<file path="src/hw/rtl/mialu_pkg.sv">
// ---------------------------------------------------------------------------
// mialu_pkg
// shared types and operation codes for the integer alu with hi/lo
// ---------------------------------------------------------------------------
package mialu_pkg;

   localparam int QUEUE_DEPTH = 2;

   typedef enum logic [4:0] {
      OP_SLL   = 5'd0,
      OP_SRL   = 5'd1,
      OP_SRA   = 5'd2,
      OP_SLLV  = 5'd3,
      OP_SRLV  = 5'd4,
      OP_SRAV  = 5'd5,
      OP_MFHI  = 5'd6,
      OP_MTHI  = 5'd7,
      OP_MFLO  = 5'd8,
      OP_MTLO  = 5'd9,
      OP_JR    = 5'd10,
      OP_DIV   = 5'd11,
      OP_DIVU  = 5'd12,
      OP_ADD   = 5'd13,
      OP_ADDU  = 5'd14,
      OP_SUB   = 5'd15,
      OP_SUBU  = 5'd16,
      OP_ADDI  = 5'd17,
      OP_ADDIU = 5'd18,
      OP_AND   = 5'd19,
      OP_OR    = 5'd20,
      OP_XOR   = 5'd21,
      OP_NOR   = 5'd22,
      OP_SLT   = 5'd23,
      OP_SLTU  = 5'd24,
      OP_ORI   = 5'd25
   } op_type;

   typedef struct packed {
      logic [4:0]  kind;
      logic [31:0] operand_s;
      logic [31:0] operand_t;
      logic [4:0]  shift_amount;
      logic [15:0] immediate;
   } req_type;

   typedef struct packed {
      logic [31:0] result;
      logic        writes_register;
      logic        jump_taken;
      logic        overflow;
      logic        divide_by_zero;
   } rsp_type;

   // classified transaction handed from front to back
   typedef struct packed {
      logic        is_div;
      logic        div_signed;
      logic        is_mthi;
      logic        is_mtlo;
      logic        is_mfhi;
      logic        is_mflo;
      logic [31:0] a;
      logic [31:0] b;
      rsp_type     rsp;
   } work_type;

endpackage

</file>
<file path="src/hw/rtl/mialu_front.sv">
// ---------------------------------------------------------------------------
// mialu_front
// accepts requests, evaluates the arithmetic, logic, shift and jump operations, classifies the rest
// ---------------------------------------------------------------------------
module mialu_front (
   input  logic                clock,
   input  logic                reset,
   input  logic                req_valid,
   output logic                req_stall,
   input  mialu_pkg::req_type  req_data,
   output logic                work_valid,
   input  logic                work_stall,
   output mialu_pkg::work_type work_data
);

   logic                work_valid_ff, work_valid_in;
   mialu_pkg::work_type work_ff, work_in;
   logic [31:0] s, t, simm, sum, diff, sumi, tr;
   logic [4:0]  vs;
   logic        accept;

   assign req_stall  = work_valid_ff && work_stall;
   assign accept     = req_valid && !req_stall;
   assign work_valid = work_valid_ff;
   assign work_data  = work_ff;

   always_comb begin
      s    = req_data.operand_s;
      t    = req_data.operand_t;
      vs   = s[4:0];
      simm = {{16{req_data.immediate[15]}}, req_data.immediate};
      sum  = s + t;
      diff = s - t;
      sumi = s + simm;
      tr   = '0;
      work_in = '0;
      work_in.a = s;
      work_in.b = t;
      work_in.rsp.writes_register = 1'b1;
      case (req_data.kind)
         mialu_pkg::OP_SLL:   work_in.rsp.result = t << req_data.shift_amount;
         mialu_pkg::OP_SRL:   work_in.rsp.result = t >> req_data.shift_amount;
         mialu_pkg::OP_SRA:   work_in.rsp.result = $unsigned($signed(t) >>> req_data.shift_amount);
         mialu_pkg::OP_SLLV:  work_in.rsp.result = t << vs;
         mialu_pkg::OP_SRLV:  work_in.rsp.result = t >> vs;
         mialu_pkg::OP_SRAV:  work_in.rsp.result = $unsigned($signed(t) >>> vs);
         mialu_pkg::OP_MFHI:  work_in.is_mfhi = 1'b1;
         mialu_pkg::OP_MFLO:  work_in.is_mflo = 1'b1;
         mialu_pkg::OP_MTHI: begin
            work_in.is_mthi = 1'b1;
            work_in.rsp.writes_register = 1'b0;
         end
         mialu_pkg::OP_MTLO: begin
            work_in.is_mtlo = 1'b1;
            work_in.rsp.writes_register = 1'b0;
         end
         mialu_pkg::OP_JR: begin
            work_in.rsp.result = s;
            work_in.rsp.writes_register = 1'b0;
            work_in.rsp.jump_taken = 1'b1;
         end
         mialu_pkg::OP_DIV, mialu_pkg::OP_DIVU: begin
            work_in.rsp.writes_register = 1'b0;
            work_in.rsp.divide_by_zero = (t == '0);
            work_in.is_div = (t != '0);
            work_in.div_signed = (req_data.kind == mialu_pkg::OP_DIV);
         end
         mialu_pkg::OP_ADD: begin
            work_in.rsp.result = sum;
            work_in.rsp.overflow = (s[31] ^ sum[31]) & (t[31] ^ sum[31]);
         end
         mialu_pkg::OP_ADDU:  work_in.rsp.result = sum;
         mialu_pkg::OP_SUB: begin
            work_in.rsp.result = diff;
            work_in.rsp.overflow = (s[31] ^ t[31]) & (s[31] ^ diff[31]);
         end
         mialu_pkg::OP_SUBU:  work_in.rsp.result = diff;
         mialu_pkg::OP_ADDI: begin
            work_in.rsp.result = sumi;
            work_in.rsp.overflow = (s[31] ^ sumi[31]) & (simm[31] ^ sumi[31]);
         end
         mialu_pkg::OP_ADDIU: work_in.rsp.result = sumi;
         mialu_pkg::OP_AND:   work_in.rsp.result = s & t;
         mialu_pkg::OP_OR:    work_in.rsp.result = s | t;
         mialu_pkg::OP_XOR:   work_in.rsp.result = s ^ t;
         mialu_pkg::OP_NOR:   work_in.rsp.result = ~(s | t);
         mialu_pkg::OP_SLT: begin
            tr[0] = $signed(s) < $signed(t);
            work_in.rsp.result = tr;
         end
         mialu_pkg::OP_SLTU: begin
            tr[0] = s < t;
            work_in.rsp.result = tr;
         end
         mialu_pkg::OP_ORI:   work_in.rsp.result = s | {16'h0000, req_data.immediate};
         default:             work_in.rsp.writes_register = 1'b0;
      endcase
      if (work_in.rsp.overflow) begin
         work_in.rsp.writes_register = 1'b0;
      end
      work_valid_in = accept ? 1'b1 : (work_valid_ff && work_stall);
   end

   always_ff @(posedge clock) begin
      if (reset) begin
         work_valid_ff <= 1'b0;
      end else begin
         work_valid_ff <= work_valid_in;
      end
      if (accept) begin
         work_ff <= work_in;
      end
   end

endmodule

</file>
<file path="src/hw/rtl/mialu_queue.sv">
// ---------------------------------------------------------------------------
// mialu_queue
// small fifo between the front and back parts
// ---------------------------------------------------------------------------
module mialu_queue #(
   parameter int DEPTH = mialu_pkg::QUEUE_DEPTH
) (
   input  logic                clock,
   input  logic                reset,
   input  logic                in_valid,
   output logic                in_stall,
   input  mialu_pkg::work_type in_data,
   output logic                out_valid,
   input  logic                out_stall,
   output mialu_pkg::work_type out_data
);

   localparam int AW = (DEPTH > 1) ? $clog2(DEPTH) : 1;

   mialu_pkg::work_type     mem_ff [DEPTH];
   logic [AW-1:0]           wr_ff, wr_in, rd_ff, rd_in;
   logic [$clog2(DEPTH+1)-1:0] cnt_ff, cnt_in;
   logic push, pop;

   assign in_stall  = (cnt_ff == DEPTH[$clog2(DEPTH+1)-1:0]);
   assign out_valid = (cnt_ff != '0);
   assign out_data  = mem_ff[rd_ff];
   assign push      = in_valid && !in_stall;
   assign pop       = out_valid && !out_stall;

   always_comb begin
      wr_in  = wr_ff;
      rd_in  = rd_ff;
      cnt_in = cnt_ff;
      if (push) begin
         wr_in = (wr_ff == AW'(DEPTH - 1)) ? '0 : wr_ff + 1'b1;
      end
      if (pop) begin
         rd_in = (rd_ff == AW'(DEPTH - 1)) ? '0 : rd_ff + 1'b1;
      end
      if (push && !pop) begin
         cnt_in = cnt_ff + 1'b1;
      end else if (pop && !push) begin
         cnt_in = cnt_ff - 1'b1;
      end
   end

   always_ff @(posedge clock) begin
      if (reset) begin
         wr_ff  <= '0;
         rd_ff  <= '0;
         cnt_ff <= '0;
      end else begin
         wr_ff  <= wr_in;
         rd_ff  <= rd_in;
         cnt_ff <= cnt_in;
      end
      if (push) begin
         mem_ff[wr_ff] <= in_data;
      end
   end

endmodule

</file>
<file path="src/hw/rtl/mialu_back.sv">
// ---------------------------------------------------------------------------
// mialu_back
// owns hi/lo, runs the radix-2 divider, holds the response register
// ---------------------------------------------------------------------------
module mialu_back (
   input  logic                clock,
   input  logic                reset,
   input  logic                work_valid,
   output logic                work_stall,
   input  mialu_pkg::work_type work_data,
   output logic                rsp_valid,
   input  logic                rsp_stall,
   output mialu_pkg::rsp_type  rsp_data,
   output logic                busy
);

   typedef enum logic [1:0] {
      ST_IDLE = 2'b01,
      ST_DIV  = 2'b10
   } state_type;

   state_type          state_ff, state_in;
   logic [31:0]        hi_ff, hi_in, lo_ff, lo_in;
   logic [31:0]        quo_ff, quo_in, dvs_ff, dvs_in;
   logic [32:0]        rem_ff, rem_in;
   logic [4:0]         cnt_ff, cnt_in;
   logic               nq_ff, nq_in, nr_ff, nr_in;
   logic               rsp_valid_ff, rsp_valid_in;
   mialu_pkg::rsp_type rsp_ff, rsp_in;
   logic [33:0]        trial;
   logic [32:0]        sh_rem;
   logic [31:0]        ma, mb;
   logic               out_free, take;

   assign out_free   = !rsp_valid_ff || !rsp_stall;
   assign work_stall = !(state_ff == ST_IDLE && out_free);
   assign take       = work_valid && !work_stall;
   assign rsp_valid  = rsp_valid_ff;
   assign rsp_data   = rsp_ff;
   assign busy       = (state_ff == ST_DIV);

   always_comb begin
      state_in     = state_ff;
      hi_in        = hi_ff;
      lo_in        = lo_ff;
      quo_in       = quo_ff;
      dvs_in       = dvs_ff;
      rem_in       = rem_ff;
      cnt_in       = cnt_ff;
      nq_in        = nq_ff;
      nr_in        = nr_ff;
      rsp_in       = rsp_ff;
      rsp_valid_in = rsp_valid_ff && rsp_stall;
      ma = (work_data.div_signed && work_data.a[31]) ? -work_data.a : work_data.a;
      mb = (work_data.div_signed && work_data.b[31]) ? -work_data.b : work_data.b;
      sh_rem = {rem_ff[31:0], quo_ff[31]};
      trial  = {1'b0, sh_rem} - {2'b00, dvs_ff};
      case (state_ff)
         ST_IDLE: begin
            if (take) begin
               rsp_in = work_data.rsp;
               if (work_data.is_mfhi) begin
                  rsp_in.result = hi_ff;
               end
               if (work_data.is_mflo) begin
                  rsp_in.result = lo_ff;
               end
               if (work_data.is_mthi) begin
                  hi_in = work_data.a;
               end
               if (work_data.is_mtlo) begin
                  lo_in = work_data.a;
               end
               if (work_data.is_div) begin
                  state_in = ST_DIV;
                  quo_in   = ma;
                  dvs_in   = mb;
                  rem_in   = '0;
                  cnt_in   = '0;
                  nq_in    = work_data.div_signed && (work_data.a[31] ^ work_data.b[31]);
                  nr_in    = work_data.div_signed && work_data.a[31];
               end else begin
                  rsp_valid_in = 1'b1;
               end
            end
         end
         ST_DIV: begin
            if (trial[33]) begin
               rem_in = sh_rem;
               quo_in = {quo_ff[30:0], 1'b0};
            end else begin
               rem_in = trial[32:0];
               quo_in = {quo_ff[30:0], 1'b1};
            end
            cnt_in = cnt_ff + 1'b1;
            if (cnt_ff == 5'd31) begin
               state_in     = ST_IDLE;
               lo_in        = nq_ff ? -quo_in : quo_in;
               hi_in        = nr_ff ? -rem_in[31:0] : rem_in[31:0];
               rsp_valid_in = 1'b1;
            end
         end
         default: state_in = ST_IDLE;
      endcase
   end

   always_ff @(posedge clock) begin
      if (reset) begin
         state_ff     <= ST_IDLE;
         rsp_valid_ff <= 1'b0;
         hi_ff        <= '0;
         lo_ff        <= '0;
      end else begin
         state_ff     <= state_in;
         rsp_valid_ff <= rsp_valid_in;
         hi_ff        <= hi_in;
         lo_ff        <= lo_in;
      end
      quo_ff <= quo_in;
      dvs_ff <= dvs_in;
      rem_ff <= rem_in;
      cnt_ff <= cnt_in;
      nq_ff  <= nq_in;
      nr_ff  <= nr_in;
      rsp_ff <= rsp_in;
   end

endmodule

</file>
<file path="src/hw/rtl/mips_integer_alu_hi_lo.sv">
// ---------------------------------------------------------------------------
// mips_integer_alu_hi_lo
// mips32 integer alu with hi/lo registers and an iterative divider
// ---------------------------------------------------------------------------
// req_ carries one instruction per transaction, rsp_ returns one result per
// transaction in order. both use valid/stall handshakes.
// the front registers a classified transaction, a small queue follows, and
// the back produces the response register. ops other than div/divu with a
// nonzero divisor pass through the front register, the queue and the
// response register before rsp_valid rises; one transaction per cycle is
// sustained while rsp_ is not stalled and no division is in progress.
// div/divu with nonzero divisor: the radix-2 divider in the back takes 32
// iterations, and the back accepts no work until the response is valid.
// reset clears hi, lo, the queue and all valid flags.
// a stalled rsp_ holds its payload; the queue then fills and req_stall rises.
// ---------------------------------------------------------------------------
module mips_integer_alu_hi_lo #(
   parameter int QUEUE_DEPTH = mialu_pkg::QUEUE_DEPTH
) (
   input  logic               clock,
   input  logic               reset,
   input  logic               req_valid,
   output logic               req_stall,
   input  mialu_pkg::req_type req_data,
   output logic               rsp_valid,
   input  logic               rsp_stall,
   output mialu_pkg::rsp_type rsp_data
);

   logic                fw_valid, fw_stall, qb_valid, qb_stall, busy;
   mialu_pkg::work_type fw_data, qb_data;

   mialu_front u_front (
      .clock, .reset, .req_valid, .req_stall, .req_data,
      .work_valid(fw_valid), .work_stall(fw_stall), .work_data(fw_data)
   );

   mialu_queue #(.DEPTH(QUEUE_DEPTH)) u_queue (
      .clock, .reset,
      .in_valid(fw_valid), .in_stall(fw_stall), .in_data(fw_data),
      .out_valid(qb_valid), .out_stall(qb_stall), .out_data(qb_data)
   );

   mialu_back u_back (
      .clock, .reset,
      .work_valid(qb_valid), .work_stall(qb_stall), .work_data(qb_data),
      .rsp_valid, .rsp_stall, .rsp_data, .busy
   );

   a_hold: assert property (@(posedge clock) disable iff (reset)
      rsp_valid && rsp_stall |=> rsp_valid && $stable(rsp_data))
      else $error("response changed under stall");

   a_busy_stall: assert property (@(posedge clock) disable iff (reset)
      busy |-> qb_stall)
      else $error("back accepted work while dividing");

   a_flags: assert property (@(posedge clock) disable iff (reset)
      rsp_valid |-> !(rsp_data.overflow && rsp_data.writes_register))
      else $error("overflow with register write");

endmodule
</file>
<file path="config.mk">
export PLATFORM = sky130hd
export DESIGN_NAME = mips_integer_alu_hi_lo
export DESIGN_NICKNAME = d
export VERILOG_FILES = /design/src/hw/rtl/mialu_pkg.sv /design/src/hw/rtl/mialu_front.sv /design/src/hw/rtl/mialu_queue.sv /design/src/hw/rtl/mialu_back.sv /design/src/hw/rtl/mips_integer_alu_hi_lo.sv
export SDC_FILE = /design/constraint.sdc
export NUM_CORES = 2
export LEC_CHECK = 0
export BUFFER_PORTS_ARGS = -buffer_cell sky130_fd_sc_hd__clkbuf_2
export CAP_MARGIN = 40
export CORE_MARGIN = 1
export CORE_UTILIZATION = 37
export CTS_CLUSTER_DIAMETER = 30
export CTS_CLUSTER_SIZE = 14
export DETAILED_ROUTE_END_ITERATION = 8
export HOLD_SLACK_MARGIN = 0.06
export PLACE_DENSITY = 0.6
export SYNTH_ARGS = -nofsm -noshare
export SYNTH_HDL_FRONTEND = slang
export SYNTH_SLANG_ARGS = --single-unit
export TNS_END_PERCENT = 20
</file>
<file path="constraint.sdc">
create_clock -name clock -period 6.1 [get_ports clock]
set_input_delay 1.22 -clock clock [delete_from_list [all_inputs] [get_ports clock]]
set_output_delay 1.22 -clock clock [all_outputs]
set_load 0.05 [all_outputs]
</file>
==> results.yml <==
cts:
  cts_buffer_depth: 3
  cts_tree: "built"
  clock_sinks: 530
  numCtsBuffers: 136
  insertion_delay_ps: 720
  cts_htree_levels: 4
  cts_setup_buffers: 0
  hold_buffers: 0
  root_buffer: "clkbuf_16"
  clkTransAtPathRegs_ps: 50
  cts_resized: 0
cells_and_area:
  nets: 4370
  final_cell_area_um2: 44600
  syn_to_final_growth_pct: 20.1
  drive_above_1_share_pct: 14.6
floorplanning:
  core_area_um2: 98900
  fp.dieW_um: 319
  start_util_pct: 37.6
  num_rows: 115
  die_h_um: 319
  die-area_um2: 102000
  io_pins: 132
placement:
  dp_hpwl_um: 109000
  place_area_um2: 39700
  port_buffers: 131
  routabilityCongestion: 1.01
timing:
  setup_viol_count_final: 0
  fin_worst_skew_ps: 55.2
  fin_crit_ps: 5210
  finalHoldViolCount: 0
  max_slew_margin_pct: 34.0
  slew_viol_final: 0
  timing.fmax_mhz: 192
  min_period_over_period_pct: 85.4
  rsz0062_at_grt: "false"
  holdWs_ps: 424
  worstMarginPinSlew_ps: 989
  tns_ps: 0
worst_setup_path:
  critPathMaxStageDelay_ps: 710
  path_max_fanout: 42
  cp.required_ps: 6710
  slowest_stage: "a41oi_1"
  path_class: "register to register"
  endpoint_kind: "register"
  crit_arrival_ps: 5820
  path_cells: "ha_1, a211oi_2, o21bai_2, nor3_1, o21ai_1, buf_4, a21o_2, inv_1, buf_4, nor2_1, a41oi_1, o21ai_1, xor2_1, nand2_1, a311oi_1"
  start_kind: "register"
  reg2reg_slack_ps: 890
routing:
  wl_per_cell_um: 26.4
  drtIter0Drc: 3338
  dr.pass1.iters: 6
  routed_wl_um: 145000
  drc_errors: 0
  dr_total_vias: 33100
  ant_nets: 0
  vias_per_cell: 6.03
synth:
  yosys_warnings: 0
  syn_nets: 4199
  synth_seq_area_share_pct: 40.9
  synthFlopType: "edfxtp_1"
  post-synth-top-count-cell: "edfxtp_1"
  synth_area_um2: 37100
  synthArstFlopShare_pct: 0
  postSynthAreaPerCell_um2: 9.48
  ys_seq_elements: 530
  synth.top_cell.area_share_pct: 37.0
  synth_cell_type_count: 99
  synth_edf_count: 457
  synth_area_leaders: "edfxtp_1 37%, mux2i_1 7.4%, ha_1 6.2%"
  synth_common_cells: "457 x edfxtp_1, 384 x nand2_1, 367 x nor2_1, 345 x a21oi_1, 274 x mux2i_1"
  synth_top_cell_by_area: "edfxtp_1"
  synthCells: 3917
power_and_ir_drop:
  switching_power_uw: 7690
  internal-power_uw: 12300
  p_clk_share_pct: 37.5
  sw_frac_of_total_pct: 38.5
  ir_drop_mv: 0.324
  p_leak_uw: 0.0174
  p_seq_share_pct: 27.1
  power_density_nw_per_um2: 448
  power_frac_comb_pct: 35.4
global_route:
  busiest_layer: "met2"
  gr-total-overflow: 0
  grt_pass1_vias: 31700
  grt_pass1_wl_um: 211000
  grt_use_met1_pct: 34.8
  grt_max_degree: 107
  antenna_found_initial: 9
  use_met2_pct: 43.9
  grt_usage_pct: 27.8
  met3_usage_pct: 6.01
job:
  cap_viol_max_count: 0
worst_hold_path:
  hp-class: "register to register"
run_status:
  outcome: "completed"
-- stage by stage --
stage                     total power (µW)  instances  utilization, %  worst slack [ps]
after global routing                 20900       5487            45.1               742
after detailed placement             12400       5237            40.2               635
after floorplan                      10100       3917               -               510
final                                20000       5491            45.1               894
after CTS                            20000       5487            45.1               983
after global placement               12300       5229            40.0               602
-- logic make-up after synthesis --
group / after synthesis / share of synthesized area, %
buffers and inverters: 407 / 4.30
muxes: 339 / 10.5
AOI/OAI and AO/OA: 1159 / 20.2
adders and majority gates: 188 / 6.42
DFF: 530 / 40.9
and+or+nand+nor: 1132 / 13.8
xor gates and xnor gates: 162 / 3.82
-- path summary, 6_finish.rpt --
path | start | to | cells after the start
max | u_back.rem_ff[5]$_SDFFCE_PN0P_ | u_back.hi_ff[18]$_SDFFE_PP0P_ | 15
min | u_front.work_data[1]$_DFFE_PP_ | u_queue.mem_ff[1][1]$_DFFE_PP_ | 0
max reg2reg | u_back.rem_ff[5]$_SDFFCE_PN0P_ | u_back.hi_ff[18]$_SDFFE_PP0P_ | 15
min reg2reg | u_front.work_data[1]$_DFFE_PP_ | u_queue.mem_ff[1][1]$_DFFE_PP_ | 0
-- cells in the final DEF, fill, tap and decap left out, types with 87 or more instances in the layout --
master / synthesis / routed
clkbuf_2: 1 / 131
edfxtp_1: 457 / 457
ha_1: 184 / 183
nor2_1: 367 / 362
o21ai_0: 267 / 265
mux2i_1: 274 / 269
buf_4: 4 / 123
inv_1: 175 / 173
a21oi_1: 345 / 339
clkbuf_16: 0 / 136
nand2_1: 384 / 384
xor2_1: 87 / 87
-- layout make-up --
class / count / area (µm²)
Fill cell: 9298 / 54300
Sequential cell: 530 / 15200
Timing Repair Buffer: 263 / 1730
Clock buffer: 167 / 3610
Antenna cell: 4 / 10.0
Tap cell: 1287 / 1610
Clock inverter: 83 / 1270
Multi-Input combinational cell: 2980 / 20500
Inverter: 177 / 664
-- layer usage --
metal | part of all wire, % | up-vias
met5 | 0.036 | -
met4 | 6.5 | 8
met3 | 7.8 | 400
met2 | 45 | 1531
met1 | 41 | 16100
li1 | - | 15000
-- power by group through the flow --
stage	Sequential, µW	Clock (µW)	Combinational (µW)
2_1_floorplan	5750	0	4350
6_report	5420	7500	7080
4_1_cts	5420	7600	7000
5_1_grt	5490	7790	7570
3_5_place_dp	5470	0	6960
3_3_place_gp	5460	0	6880
-- flip-flops by register name (all words and copies together) (netlist names), 2 cells and up, named ones only --
signal,flops
u_back.dvs_ff,32
u_queue.cnt_ff,2
u_front.work_data,106
u_back.state_ff,2
u_back.quo_ff,32
u_back.lo_ff,32
u_back.hi_ff,32
u_back.rsp_data,36
u_back.cnt_ff,5
u_back.rem_ff,32
u_queue.mem_ff,212
-- worst max-delay path: cells and delay by family (launching register included) --
family,cells,cell delay [ps]
AO/OA/AOI/OAI,7,2190
XOR/XNOR,1,600
adder cells (fa/ha/maj),1,410
buffers and inverters,3,750
flip-flops,1,440
AND/OR/NAND/NOR,3,690
No activity file was read; power rests on OpenSTA's default activity.
